===== src/tty_line_discipline_core_defines.svh =====
// assertion macros for the line discipline core
`ifndef TTY_LINE_DISCIPLINE_CORE_DEFINES_SVH
`define TTY_LINE_DISCIPLINE_CORE_DEFINES_SVH
`define TLD_ASSERT_IMP(lbl, clk, rst, a, c) \
   lbl: assert property (@(posedge clk) disable iff (rst) (a) |-> (c)) else $error("lbl");
`define TLD_ASSERT_NEXT(lbl, clk, rst, a, c) \
   lbl: assert property (@(posedge clk) disable iff (rst) (a) |=> (c)) else $error("lbl");
`endif


===== src/tld_pkg.sv =====
// ----------------------------------------------------------------------------
// tld_pkg
// types, codes and sizes shared by the line discipline core
// ----------------------------------------------------------------------------
`default_nettype none
package tld_pkg;
   localparam int LINE_DEPTH   = 16;
   localparam int INPUT_DEPTH  = 1024;
   localparam int OUTPUT_DEPTH = 4096;
   localparam int LW  = $clog2(LINE_DEPTH);
   localparam int LLW = $clog2(LINE_DEPTH + 1);
   localparam int IW  = $clog2(INPUT_DEPTH);
   localparam int OW  = $clog2(OUTPUT_DEPTH);

   localparam logic [1:0] OP_KEY  = 2'd0;
   localparam logic [1:0] OP_RDIN = 2'd1;
   localparam logic [1:0] OP_WROUT = 2'd2;
   localparam logic [1:0] OP_RDOUT = 2'd3;

   localparam logic [1:0] KIND_ECHO  = 2'd0;
   localparam logic [1:0] KIND_BYTE  = 2'd1;
   localparam logic [1:0] KIND_EMPTY = 2'd2;

   localparam logic [7:0] CH_ETX = 8'd3;
   localparam logic [7:0] CH_BS  = 8'd8;
   localparam logic [7:0] CH_LF  = 8'd10;
   localparam logic [7:0] CH_CR  = 8'd13;
   localparam logic [7:0] CH_NAK = 8'd21;
   localparam logic [7:0] CH_SP  = 8'd32;
   localparam logic [7:0] CH_DEL = 8'd127;
   localparam logic [7:0] CH_CARET = 8'h5e;
   localparam logic [7:0] CH_C   = 8'h43;

   localparam logic [0:0] REG_CANON = 1'd0;
   localparam logic [0:0] REG_ECHO  = 1'd1;

   typedef struct packed {
      logic [1:0] operation;
      logic [7:0] data_in;
   } req_type;

   typedef struct packed {
      logic [1:0] kind;
      logic [7:0] data_out;
      logic       last;
      logic       line_end;
      logic       input_nonempty;
      logic       output_pending;
   } rsp_type;

   // datapath commands
   localparam logic [3:0] DC_NONE    = 4'd0;
   localparam logic [3:0] DC_APPEND  = 4'd1;  // store byte, length up
   localparam logic [3:0] DC_ERASE   = 4'd2;  // length down
   localparam logic [3:0] DC_CLRLINE = 4'd3;
   localparam logic [3:0] DC_RAWPUSH = 4'd4;
   localparam logic [3:0] DC_LREAD   = 4'd5;  // issue line store read at index
   localparam logic [3:0] DC_LPUSH   = 4'd6;  // push read line byte, index up
   localparam logic [3:0] DC_LFPUSH  = 4'd7;  // push LF, clear line
   localparam logic [3:0] DC_OPUSH   = 4'd8;
   localparam logic [3:0] DC_IPOP    = 4'd9;  // issue input queue read
   localparam logic [3:0] DC_OPOP    = 4'd10;
   localparam logic [3:0] DC_IDXCLR  = 4'd11;

   typedef struct packed {
      logic [3:0] cmd;
      logic [7:0] data;
   } dp_cmd_type;

   typedef struct packed {
      logic [LLW-1:0] line_length;
      logic [LLW-1:0] index;
      logic           in_empty;
      logic           out_empty;
      logic [7:0]     rd_data;
   } dp_stat_type;
endpackage
`default_nettype wire


===== src/tld_controller.sv =====
// ----------------------------------------------------------------------------
// tld_controller
// sequences one item: decodes it, drives the datapath, issues results
// ----------------------------------------------------------------------------
`default_nettype none
module tld_controller (
   input  wire logic                 clock,
   input  wire logic                 reset,
   input  wire logic                 canon,
   input  wire logic                 echo_en,
   input  wire logic                 req_valid,
   output logic                      req_stall,
   input  wire tld_pkg::req_type     req_data,
   output logic                      rsp_valid,
   input  wire logic                 rsp_stall,
   output tld_pkg::rsp_type          rsp_data,
   output tld_pkg::dp_cmd_type       dp_cmd,
   input  wire tld_pkg::dp_stat_type dp_stat
);
   localparam logic [3:0] S_IDLE  = 4'd0;
   localparam logic [3:0] S_DEC   = 4'd1;
   localparam logic [3:0] S_ECHO  = 4'd2;  // emit up to three echo bytes
   localparam logic [3:0] S_COPYR = 4'd3;
   localparam logic [3:0] S_COPYW = 4'd4;
   localparam logic [3:0] S_LF    = 4'd5;
   localparam logic [3:0] S_RDW   = 4'd6;
   localparam logic [3:0] S_RD    = 4'd7;
   localparam logic [3:0] S_DONE  = 4'd8;
   localparam logic [3:0] S_ERW   = 4'd9;  // ctrl-u: erase one more byte, or stop at an empty line

   logic [3:0] st_ff, st_in;
   tld_pkg::req_type it_ff, it_in;
   logic [7:0] e0_ff, e1_ff, e2_ff, e0_in, e1_in, e2_in;
   logic [1:0] ecnt_ff, ecnt_in;   // echo bytes left
   logic       kill_ff, kill_in;   // ctrl-u: keep erasing
   logic       then_copy_ff, then_copy_in;
   logic       ov_ff, ov_in;
   tld_pkg::rsp_type o_ff, o_in;
   logic       busy_out;
   logic       fin_last;
   logic       printable;

   assign busy_out  = ov_ff && rsp_stall;
   assign req_stall = (st_ff != S_IDLE);
   assign rsp_valid = ov_ff;
   assign rsp_data  = o_ff;
   assign printable = (it_ff.data_in >= tld_pkg::CH_SP) && (it_ff.data_in < tld_pkg::CH_DEL);

   always_comb begin
      st_in = st_ff;
      it_in = it_ff;
      e0_in = e0_ff;
      e1_in = e1_ff;
      e2_in = e2_ff;
      ecnt_in = ecnt_ff;
      kill_in = kill_ff;
      then_copy_in = then_copy_ff;
      ov_in = ov_ff && rsp_stall;
      o_in = o_ff;
      fin_last = 1'b0;
      dp_cmd.cmd  = tld_pkg::DC_NONE;
      dp_cmd.data = it_ff.data_in;
      unique case (st_ff)
         S_IDLE: if (req_valid) begin
            it_in = req_data;
            st_in = S_DEC;
         end
         S_DEC: begin
            st_in = S_IDLE;
            kill_in = 1'b0;
            then_copy_in = 1'b0;
            ecnt_in = '0;
            unique case (it_ff.operation)
               tld_pkg::OP_KEY: begin
                  if (!canon) begin
                     dp_cmd.cmd = tld_pkg::DC_RAWPUSH;
                     e0_in = it_ff.data_in;
                     ecnt_in = 2'd1;
                  end else if (it_ff.data_in == tld_pkg::CH_LF ||
                               it_ff.data_in == tld_pkg::CH_CR) begin
                     dp_cmd.cmd = tld_pkg::DC_IDXCLR;
                     e0_in = tld_pkg::CH_LF;
                     ecnt_in = 2'd1;
                     then_copy_in = 1'b1;
                  end else if (it_ff.data_in == tld_pkg::CH_BS ||
                               it_ff.data_in == tld_pkg::CH_DEL ||
                               it_ff.data_in == tld_pkg::CH_NAK) begin
                     if (dp_stat.line_length != '0) begin
                        dp_cmd.cmd = tld_pkg::DC_ERASE;
                        e0_in = tld_pkg::CH_BS;
                        e1_in = tld_pkg::CH_SP;
                        e2_in = tld_pkg::CH_BS;
                        ecnt_in = 2'd3;
                        kill_in = (it_ff.data_in == tld_pkg::CH_NAK);
                     end
                  end else if (it_ff.data_in == tld_pkg::CH_ETX) begin
                     dp_cmd.cmd = tld_pkg::DC_CLRLINE;
                     e0_in = tld_pkg::CH_CARET;
                     e1_in = tld_pkg::CH_C;
                     e2_in = tld_pkg::CH_LF;
                     ecnt_in = 2'd3;
                  end else if (printable && dp_stat.line_length <
                               tld_pkg::LLW'(tld_pkg::LINE_DEPTH - 1)) begin
                     dp_cmd.cmd = tld_pkg::DC_APPEND;
                     e0_in = it_ff.data_in;
                     ecnt_in = 2'd1;
                  end
                  if (!echo_en) ecnt_in = '0;
                  if (then_copy_in) st_in = (ecnt_in != '0) ? S_ECHO : S_COPYR;
                  else if (ecnt_in != '0) st_in = S_ECHO;
                  else if (kill_in) st_in = S_ERW;
               end
               tld_pkg::OP_RDIN: begin
                  dp_cmd.cmd = tld_pkg::DC_IPOP;
                  st_in = S_RDW;
               end
               tld_pkg::OP_WROUT: dp_cmd.cmd = tld_pkg::DC_OPUSH;
               default: begin
                  dp_cmd.cmd = tld_pkg::DC_OPOP;
                  st_in = S_RDW;
               end
            endcase
         end
         S_ECHO: if (!busy_out) begin
            // last only when nothing more follows this echo byte
            fin_last = (ecnt_ff == 2'd1) &&
                       !(kill_ff && dp_stat.line_length != '0);
            ov_in = 1'b1;
            o_in.kind = tld_pkg::KIND_ECHO;
            o_in.data_out = e0_ff;
            o_in.last = fin_last;
            o_in.line_end = 1'b0;
            // a line end always leaves the input queue non-empty
            o_in.input_nonempty = !dp_stat.in_empty || then_copy_ff;
            o_in.output_pending = !dp_stat.out_empty;
            e0_in = e1_ff;
            e1_in = e2_ff;
            ecnt_in = ecnt_ff - 1'b1;
            if (ecnt_ff == 2'd1) begin
               if (then_copy_ff) st_in = S_COPYR;
               else if (kill_ff && dp_stat.line_length != '0) st_in = S_ERW;
               else st_in = S_IDLE;
            end
         end
         S_ERW: begin
            if (dp_stat.line_length == '0) st_in = S_IDLE;
            else begin
               dp_cmd.cmd = tld_pkg::DC_ERASE;
               e0_in = tld_pkg::CH_BS;
               e1_in = tld_pkg::CH_SP;
               e2_in = tld_pkg::CH_BS;
               ecnt_in = echo_en ? 2'd3 : 2'd0;
               st_in = echo_en ? S_ECHO : S_ERW;
            end
         end
         S_COPYR: begin
            if (dp_stat.index >= dp_stat.line_length) st_in = S_LF;
            else begin
               dp_cmd.cmd = tld_pkg::DC_LREAD;
               st_in = S_COPYW;
            end
         end
         S_COPYW: begin
            dp_cmd.cmd = tld_pkg::DC_LPUSH;
            st_in = S_COPYR;
         end
         S_LF: begin
            dp_cmd.cmd = tld_pkg::DC_LFPUSH;
            st_in = S_IDLE;
         end
         S_RDW: st_in = S_RD;
         S_RD: if (!busy_out) begin
            ov_in = 1'b1;
            o_in.last = 1'b1;
            o_in.input_nonempty = !dp_stat.in_empty;
            o_in.output_pending = !dp_stat.out_empty;
            // pointer already advanced; empty is seen via a sticky flag
            if (then_copy_ff) begin
               o_in.kind = tld_pkg::KIND_EMPTY;
               o_in.data_out = '0;
               o_in.line_end = 1'b0;
            end else begin
               o_in.kind = tld_pkg::KIND_BYTE;
               o_in.data_out = dp_stat.rd_data;
               o_in.line_end = canon && (it_ff.operation == tld_pkg::OP_RDIN) &&
                               (dp_stat.rd_data == tld_pkg::CH_LF);
            end
            st_in = S_IDLE;
         end
         default: st_in = S_DONE;
      endcase
      if (st_ff == S_DONE) st_in = S_IDLE;
      // remember whether the read found its queue empty
      if (st_ff == S_DEC && it_ff.operation == tld_pkg::OP_RDIN)
         then_copy_in = dp_stat.in_empty;
      if (st_ff == S_DEC && it_ff.operation == tld_pkg::OP_RDOUT)
         then_copy_in = dp_stat.out_empty;
   end

   always_ff @(posedge clock) begin
      if (reset) begin
         st_ff <= S_IDLE;
         ov_ff <= 1'b0;
         ecnt_ff <= '0;
         kill_ff <= 1'b0;
         then_copy_ff <= 1'b0;
      end else begin
         st_ff <= st_in;
         ov_ff <= ov_in;
         ecnt_ff <= ecnt_in;
         kill_ff <= kill_in;
         then_copy_ff <= then_copy_in;
      end
   end

   always_ff @(posedge clock) begin
      it_ff <= it_in;
      e0_ff <= e0_in;
      e1_ff <= e1_in;
      e2_ff <= e2_in;
      o_ff  <= o_in;
   end
endmodule
`default_nettype wire


===== config.mk =====
export PLATFORM = sky130hd
export DESIGN_NAME = tld_controller
export DESIGN_NICKNAME = d
export VERILOG_FILES = /design/src/tty_line_discipline_core_defines.svh /design/src/tld_pkg.sv /design/src/tld_controller.sv
export SDC_FILE = /design/constraint.sdc
export NUM_CORES = 1
export LEC_CHECK = 0
export BUFFER_PORTS_ARGS = -buffer_cell sky130_fd_sc_hd__buf_2
export CORE_MARGIN = 3
export CORE_UTILIZATION = 57
export CTS_BUF_LIST = sky130_fd_sc_hd__clkbuf_8
export DETAILED_ROUTE_END_ITERATION = 12
export GPL_ROUTABILITY_DRIVEN = 1
export PLACE_DENSITY = 0.84
export SLEW_MARGIN = 20
export SYNTH_ARGS = -nofsm -noshare
export SYNTH_HDL_FRONTEND = slang
export SYNTH_SLANG_ARGS = --single-unit
export TNS_END_PERCENT = 1

===== constraint.sdc =====
create_clock -name clock -period 7.1 [get_ports clock]
set_input_delay 0.355 -clock clock [delete_from_list [all_inputs] [get_ports clock]]
set_output_delay 0.355 -clock clock [all_outputs]
set_load 0.005 [all_outputs]

==> flow_metrics.tcl, run 1 <==
set metrics [dict create \
    crit_start "st_ff[0]" \
    yosysWarnings 0 \
    multiInputGateArea_sq_um 1230 \
    critPathLaunchType "flop" \
    layout_common_cells "buf_2 (63), nand2_1 (40), edfxtp_1 (37), nor2_1 (24)" \
    critPathKind "reg2out" \
    wl_per_cell_microns 16.0 \
    cts-root-buf "clkbuf_8" \
    die_h_microns 75.2 \
    nFillCells 357 \
    setup-tns-final_ns 0 \
    yosysUniqueCellTypes 53 \
    fin_crit_sh 0.377 \
    vias 2314 \
    layout_commonest_cell "buf_2" \
    dpl_worst_slack_ns 4.25 \
    holdBufCountCts 0 \
    ant_nets 0 \
    syn_nets 327 \
    rsz0062_at_grt "no" \
    vias_per_cell 6.06 \
    synth_edf_count 37 \
    hpwlAfterDp_mm 4.76 \
    cts_buffers 5 \
    maxSlewHeadroom 0.441 \
    grt_pass1_wl_mm 9.59 \
    grt_remaining_overflow 0 \
    min_period_ns 2.68 \
    ir_worst_vdd_v 0.000191 \
    initial_core_util 0.609 \
    chipWidth_microns 75.2 \
    power_density_nw_per_um2 277 \
    drc 0 \
    cts_tree "built" \
    drv_slew 0 \
    ios 64 \
    grt_usage 0.225 \
    syn_area_per_cell_sq_um 9.70 \
    yosysTopAreaCell "edfxtp_1" \
    diodes 0 \
    core_region_area_sq_um 4470 \
    async_flop_share 0 \
    synth.top_cell.area_share 0.408 \
    grt_pass1_vias 2056 \
    clkSlewWorstSetupHoldPaths_ns 0.09 \
    ys_seq_area_frac 0.474 \
    hold_path.class "in2reg" \
    regToRegSetupSlack_ns 4.46 \
    ys.flop_type "edfxtp_1" \
    dr.first_iter.drc_count 104 \
    rows 24 \
    reg2reg_from "dp_cmd[6]" \
    ys_seq_elements 46 \
    cts_resized 0 \
    gp_congestion 0.997 \
    antenna_found_initial 0 \
    crit_required_ns 6.74 \
    setup_viol 0 \
    worst_setup_path_end_kind "output pin" \
    cts.sinks 46 \
    critPathCapture "dp_cmd[10]" \
    critical_path.max_fanout 14 \
    clk_latency_ns 0.31 \
    syn_to_final_growth_pct 12.2 \
    tightest_slew_ns 0.836 \
    syn_inst 281 \
    syn_area_sq_um 2730 \
    cap_violations 0 \
    die_area_sq_um 5650 \
    grt_max_degree 25 \
    rr_endpoint "e0_ff[1]" \
    drive_above_1_share 0.267 \
    setup_slack_ns 4.42 \
    hold_viol_final 0 \
    cp.arrival_ns 2.32 \
    synthTopCellsByArea "edfxtp_1 (41%), dfxtp_1 (6.6%), nand2_1 (5.5%)" \
    status "finished clean" \
    r2r_cells 6 \
    fmax_ghz 0.374 \
    wirelength_mm 6.10 \
    cts-htree-levels 2 \
    regArea_sq_um 1290 \
    io_buffers 63 \
    skew_ns 0.00627 \
    final_nets 375 \
    leakagePower_nw 1.24 \
    first_pass_iters 4 \
    clock_path_buffers 2 \
    post_cts_buffers 0 \
]
-- cells by family (layout without fill, tap and decap cells) --
logic type	Yosys count	in the layout	share of synthesized area
muxes	1	1	0.00551
and+or+nand+nor	112	112	0.204
adders and majority gates	10	10	0.0459
AOI/OAI and AO/OA	74	74	0.196
DFF	46	46	0.474
buffers and inverters	38	87	0.0748
-- power breakdown --
part / switching, mW / total [mW] / leakage [nW] / internal [mW]
Sequential: 0.0413 / 0.412 / 0.410 / 0.371
Combinational: 0.163 / 0.270 / 0.786 / 0.107
Clock: 0.0948 / 0.165 / 0.0408 / 0.0704
Total: 0.299 / 0.847 / 1.24 / 0.549
-- area by class of cell --
cell class	instances	area share
clock buffers	5	0.0225
clock inverters	3	0.00777
well taps	52	0.0213
flip-flops and latches	46	0.422
multi-input cells	197	0.404
repair buffers	63	0.103
inverters	16	0.0196
-- worst max-delay path: stages (launching register included) --
cell      delay, ns
dfxtp_1        0.57
nand2b_1       0.19
nor3_1         0.61
nand2_1        0.18
o32ai_1        0.29
buf_2          0.17
-- per-layer routing --
metal  vias to the layer above  part of all wire  global-route usage
met5                         -                 0                   0
met3                        12             0.086              0.0441
met4                         0             0.022              0.0893
met2                       111              0.46               0.353
met1                      1064              0.43               0.307
li1                       1127                 -                   -
-- sequential cells by signal, summed over array words and instances (netlist names) --
register      flops
dp_cmd            8
rsp_data         14
e1_ff             4
ecnt_ff           2
e2_ff             1
then_copy_ff      1
rsp_valid         1
st_ff             4
e0_ff             8
it_ff             2
kill_ff           1
-- worst min path at each step --
stage | startpoint | depth (start not counted) | end | slack (ns)
3_3_place_gp | ecnt_ff[1] | 2 | ecnt_ff[1] | 0.46
6_report | req_data[9] | 1 | it_ff[9] | 0.22
3_5_place_dp | ecnt_ff[1] | 2 | ecnt_ff[1] | 0.49
4_1_cts | req_data[8] | 1 | it_ff[8] | 0.21
2_1_floorplan | ecnt_ff[1] | 2 | ecnt_ff[1] | 0.45
5_1_grt | req_data[0] | 1 | dp_cmd[0] | 0.21
-- cell usage after synthesis (3+ instances only) --
library cell  instances
ha_1                 10
nor3_1               12
nand4_1               6
a211oi_1              4
inv_1                14
o21ai_1               8
clkbuf_1              6
buf_6                 3
o21ai_0              14
a21oi_1              10
nand3_1               6
buf_2                 4
a31oi_1               6
nor2_1               24
nand2b_1              3
edfxtp_1             37
o21a_1                5
or3_1                 5
dfxtp_1               9
a221oi_2              4
a22o_1                3
buf_4                 9
nand2_1              40
-- through the flow --
stage	cell area (sq um)	power [mW]	hold WS, ns	utilization	cells
2_1_floorplan	2730	0.615	0.453	-	281
3_3_place_gp	2960	0.681	0.465	0.662	374
3_5_place_dp	2960	0.686	0.487	0.662	374
4_1_cts	3060	0.849	0.213	0.683	382
5_1_grt	3060	0.897	0.215	0.684	382
6_report	3060	0.847	0.216	0.684	382
Note: power is estimated with default switching activity, not from simulation.
==> inputs of run 2 (changes only) <==
--- a/config.mk
+++ b/config.mk
@@ -7,11 +7,11 @@
 export LEC_CHECK = 0
 export BUFFER_PORTS_ARGS = -buffer_cell sky130_fd_sc_hd__buf_2
 export CORE_MARGIN = 3
-export CORE_UTILIZATION = 57
+export CORE_UTILIZATION = 50
 export CTS_BUF_LIST = sky130_fd_sc_hd__clkbuf_8
 export DETAILED_ROUTE_END_ITERATION = 12
 export GPL_ROUTABILITY_DRIVEN = 1
-export PLACE_DENSITY = 0.84
+export PLACE_DENSITY = 0.78
 export SLEW_MARGIN = 20
 export SYNTH_ARGS = -nofsm -noshare
 export SYNTH_HDL_FRONTEND = slang
==> constraint.sdc (replaced) <==
create_clock -name clock -period 2.3 [get_ports clock]
set_input_delay 0.115 -clock clock [delete_from_list [all_inputs] [get_ports clock]]
set_output_delay 0.115 -clock clock [all_outputs]
set_load 0.005 [all_outputs]
==> run 2 against run 1 <==
Effect of this change: worst setup slack lost 4.3 ns; count of clock-buffer cells in the layout is the same; global-route usage shrank 1.1 points; register-to-register slack lost 4.4 ns.
==> flow_metrics.tcl, run 2 (synthesis results as in run 1) <==
set metrics [dict create \
    syn_to_final_growth_pct 23.5 \
    clk_latency_ns 0.30 \
    chipWidth_microns 79.8 \
    setup_viol 0 \
    power_density_nw_per_um2 836 \
    wirelength_mm 6.41 \
    crit_required_ns 2.18 \
    first_pass_iters 4 \
    ir_worst_vdd_v 0.000497 \
    die_h_microns 79.8 \
    initial_core_util 0.524 \
    ios 64 \
    cts.sinks 46 \
    core_region_area_sq_um 5200 \
    largest_register_ff_count 14 \
    cts-root-buf "clkbuf_8" \
    fin_crit_sh 0.965 \
    grt_usage 0.214 \
    critPathKind "reg2out" \
    clkSlewWorstSetupHoldPaths_ns 0.09 \
    cts_buffers 5 \
    tightest_slew_ns 0.487 \
    grt_remaining_overflow 0 \
    grt_pass1_wl_mm 10.8 \
    fmax_ghz 0.451 \
    drive_above_1_share 0.308 \
    critPathLaunchType "flop" \
    grt_pass1_vias 2257 \
    cts-htree-levels 2 \
    rows 26 \
    io_buffers 63 \
    dpl_worst_slack_ns 0.0461 \
    cp.arrival_ns 2.10 \
    vias_per_cell 5.66 \
    cap_violations 0 \
    layout_commonest_cell "buf_2" \
    rsz0062_at_grt "yes" \
    die_area_sq_um 6370 \
    maxSlewHeadroom 0.675 \
    placed_cells 407 \
    ant_nets 0 \
    gp_congestion 0.948 \
    leakagePower_nw 1.38 \
    grt_max_degree 21 \
    critical_path.max_fanout 5 \
    worst_setup_path_end_kind "output pin" \
    drv_slew 0 \
    layout_common_cells "buf_2 (63), nand2_1 (40), edfxtp_1 (37), nor2_1 (23), buf_4 (17)" \
    dr.first_iter.drc_count 160 \
    clock_path_buffers 2 \
    cts_tree "built" \
    hold_viol_final 0 \
    setup-tns-final_ns 0 \
    setup_slack_ns 0.0804 \
    hold_path.class "in2reg" \
    vias 2415 \
    diodes 0 \
    min_period_ns 2.22 \
    hpwlAfterDp_mm 4.96 \
    final_cells 427 \
    status "finished clean" \
    skew_ns 0.0123 \
    drc 0 \
    final_nets 402 \
    wl_per_cell_microns 15.0 \
    hold_slack_ns 0.0854 \
    antenna_found_initial 0 \
]
## run 2: final cells by class
| class | count | area (sq um) |
|---|---|---|
| Fill cell | 462 | 1840 |
| Sequential cell | 46 | 1290 |
| Multi-Input combinational cell | 197 | 1270 |
| Timing Repair Buffer | 90 | 543 |
| Tap cell | 70 | 87.6 |
| Clock buffer | 5 | 68.8 |
| Inverter | 16 | 60.1 |
| Clock inverter | 3 | 43.8 |
## run 2: layer usage
metal | track usage | routed length (microns)
met3 | 0.0451 | 556
met1 | 0.293 | 2800
met4 | 0.0659 | 112
met2 | 0.341 | 2940
met5 | 0 | 0
## run 2: timing repair
item / in CTS / in global routing
endpoints found under the hold margin: 10 / 0
setup buffers: 1 / 1
pin swaps: 1 / 6
hold buffers: 10 / 0
gates resized for setup: 0 / 8
endpoints found under the setup margin: 1 / 11
## run 2: path summary, 6_finish.rpt
| path | start | to | slack, ns | depth (start not counted) |
|---|---|---|---|---|
| min | dp_stat[9] | rsp_data[1] | 0.09 | 2 |
| max reg2reg | dp_cmd[6] | e0_ff[4] | 0.10 | 6 |
| max | dp_cmd[6] | dp_cmd[9] | 0.08 | 7 |
| min reg2reg | ecnt_ff[1] | ecnt_ff[1] | 0.50 | 2 |
## run 2: worst max-delay path, stage by stage, from the launching register on
cell	delay, ns
edfxtp_1	0.39
or4_4	0.55
a21oi_2	0.22
a31oi_4	0.08
o21ai_2	0.20
nor2_1	0.06
o21ai_1	0.16
buf_2	0.14
## run 2: stage by stage
stage | cell area [sq um] | total power [mW] | utilization
floorplan | 2730 | 1.90 | -
global placement | 3100 | 2.17 | 0.596
detailed placement | 3100 | 2.19 | 0.596
CTS | 3320 | 2.80 | 0.638
global route | 3370 | 3.00 | 0.647
finish | 3370 | 2.81 | 0.647
## run 2: where the power goes
part	total, mW	switching [mW]	internal [mW]
registers	1.25	0.109	1.14
logic	0.958	0.547	0.411
clock network	0.606	0.280	0.326
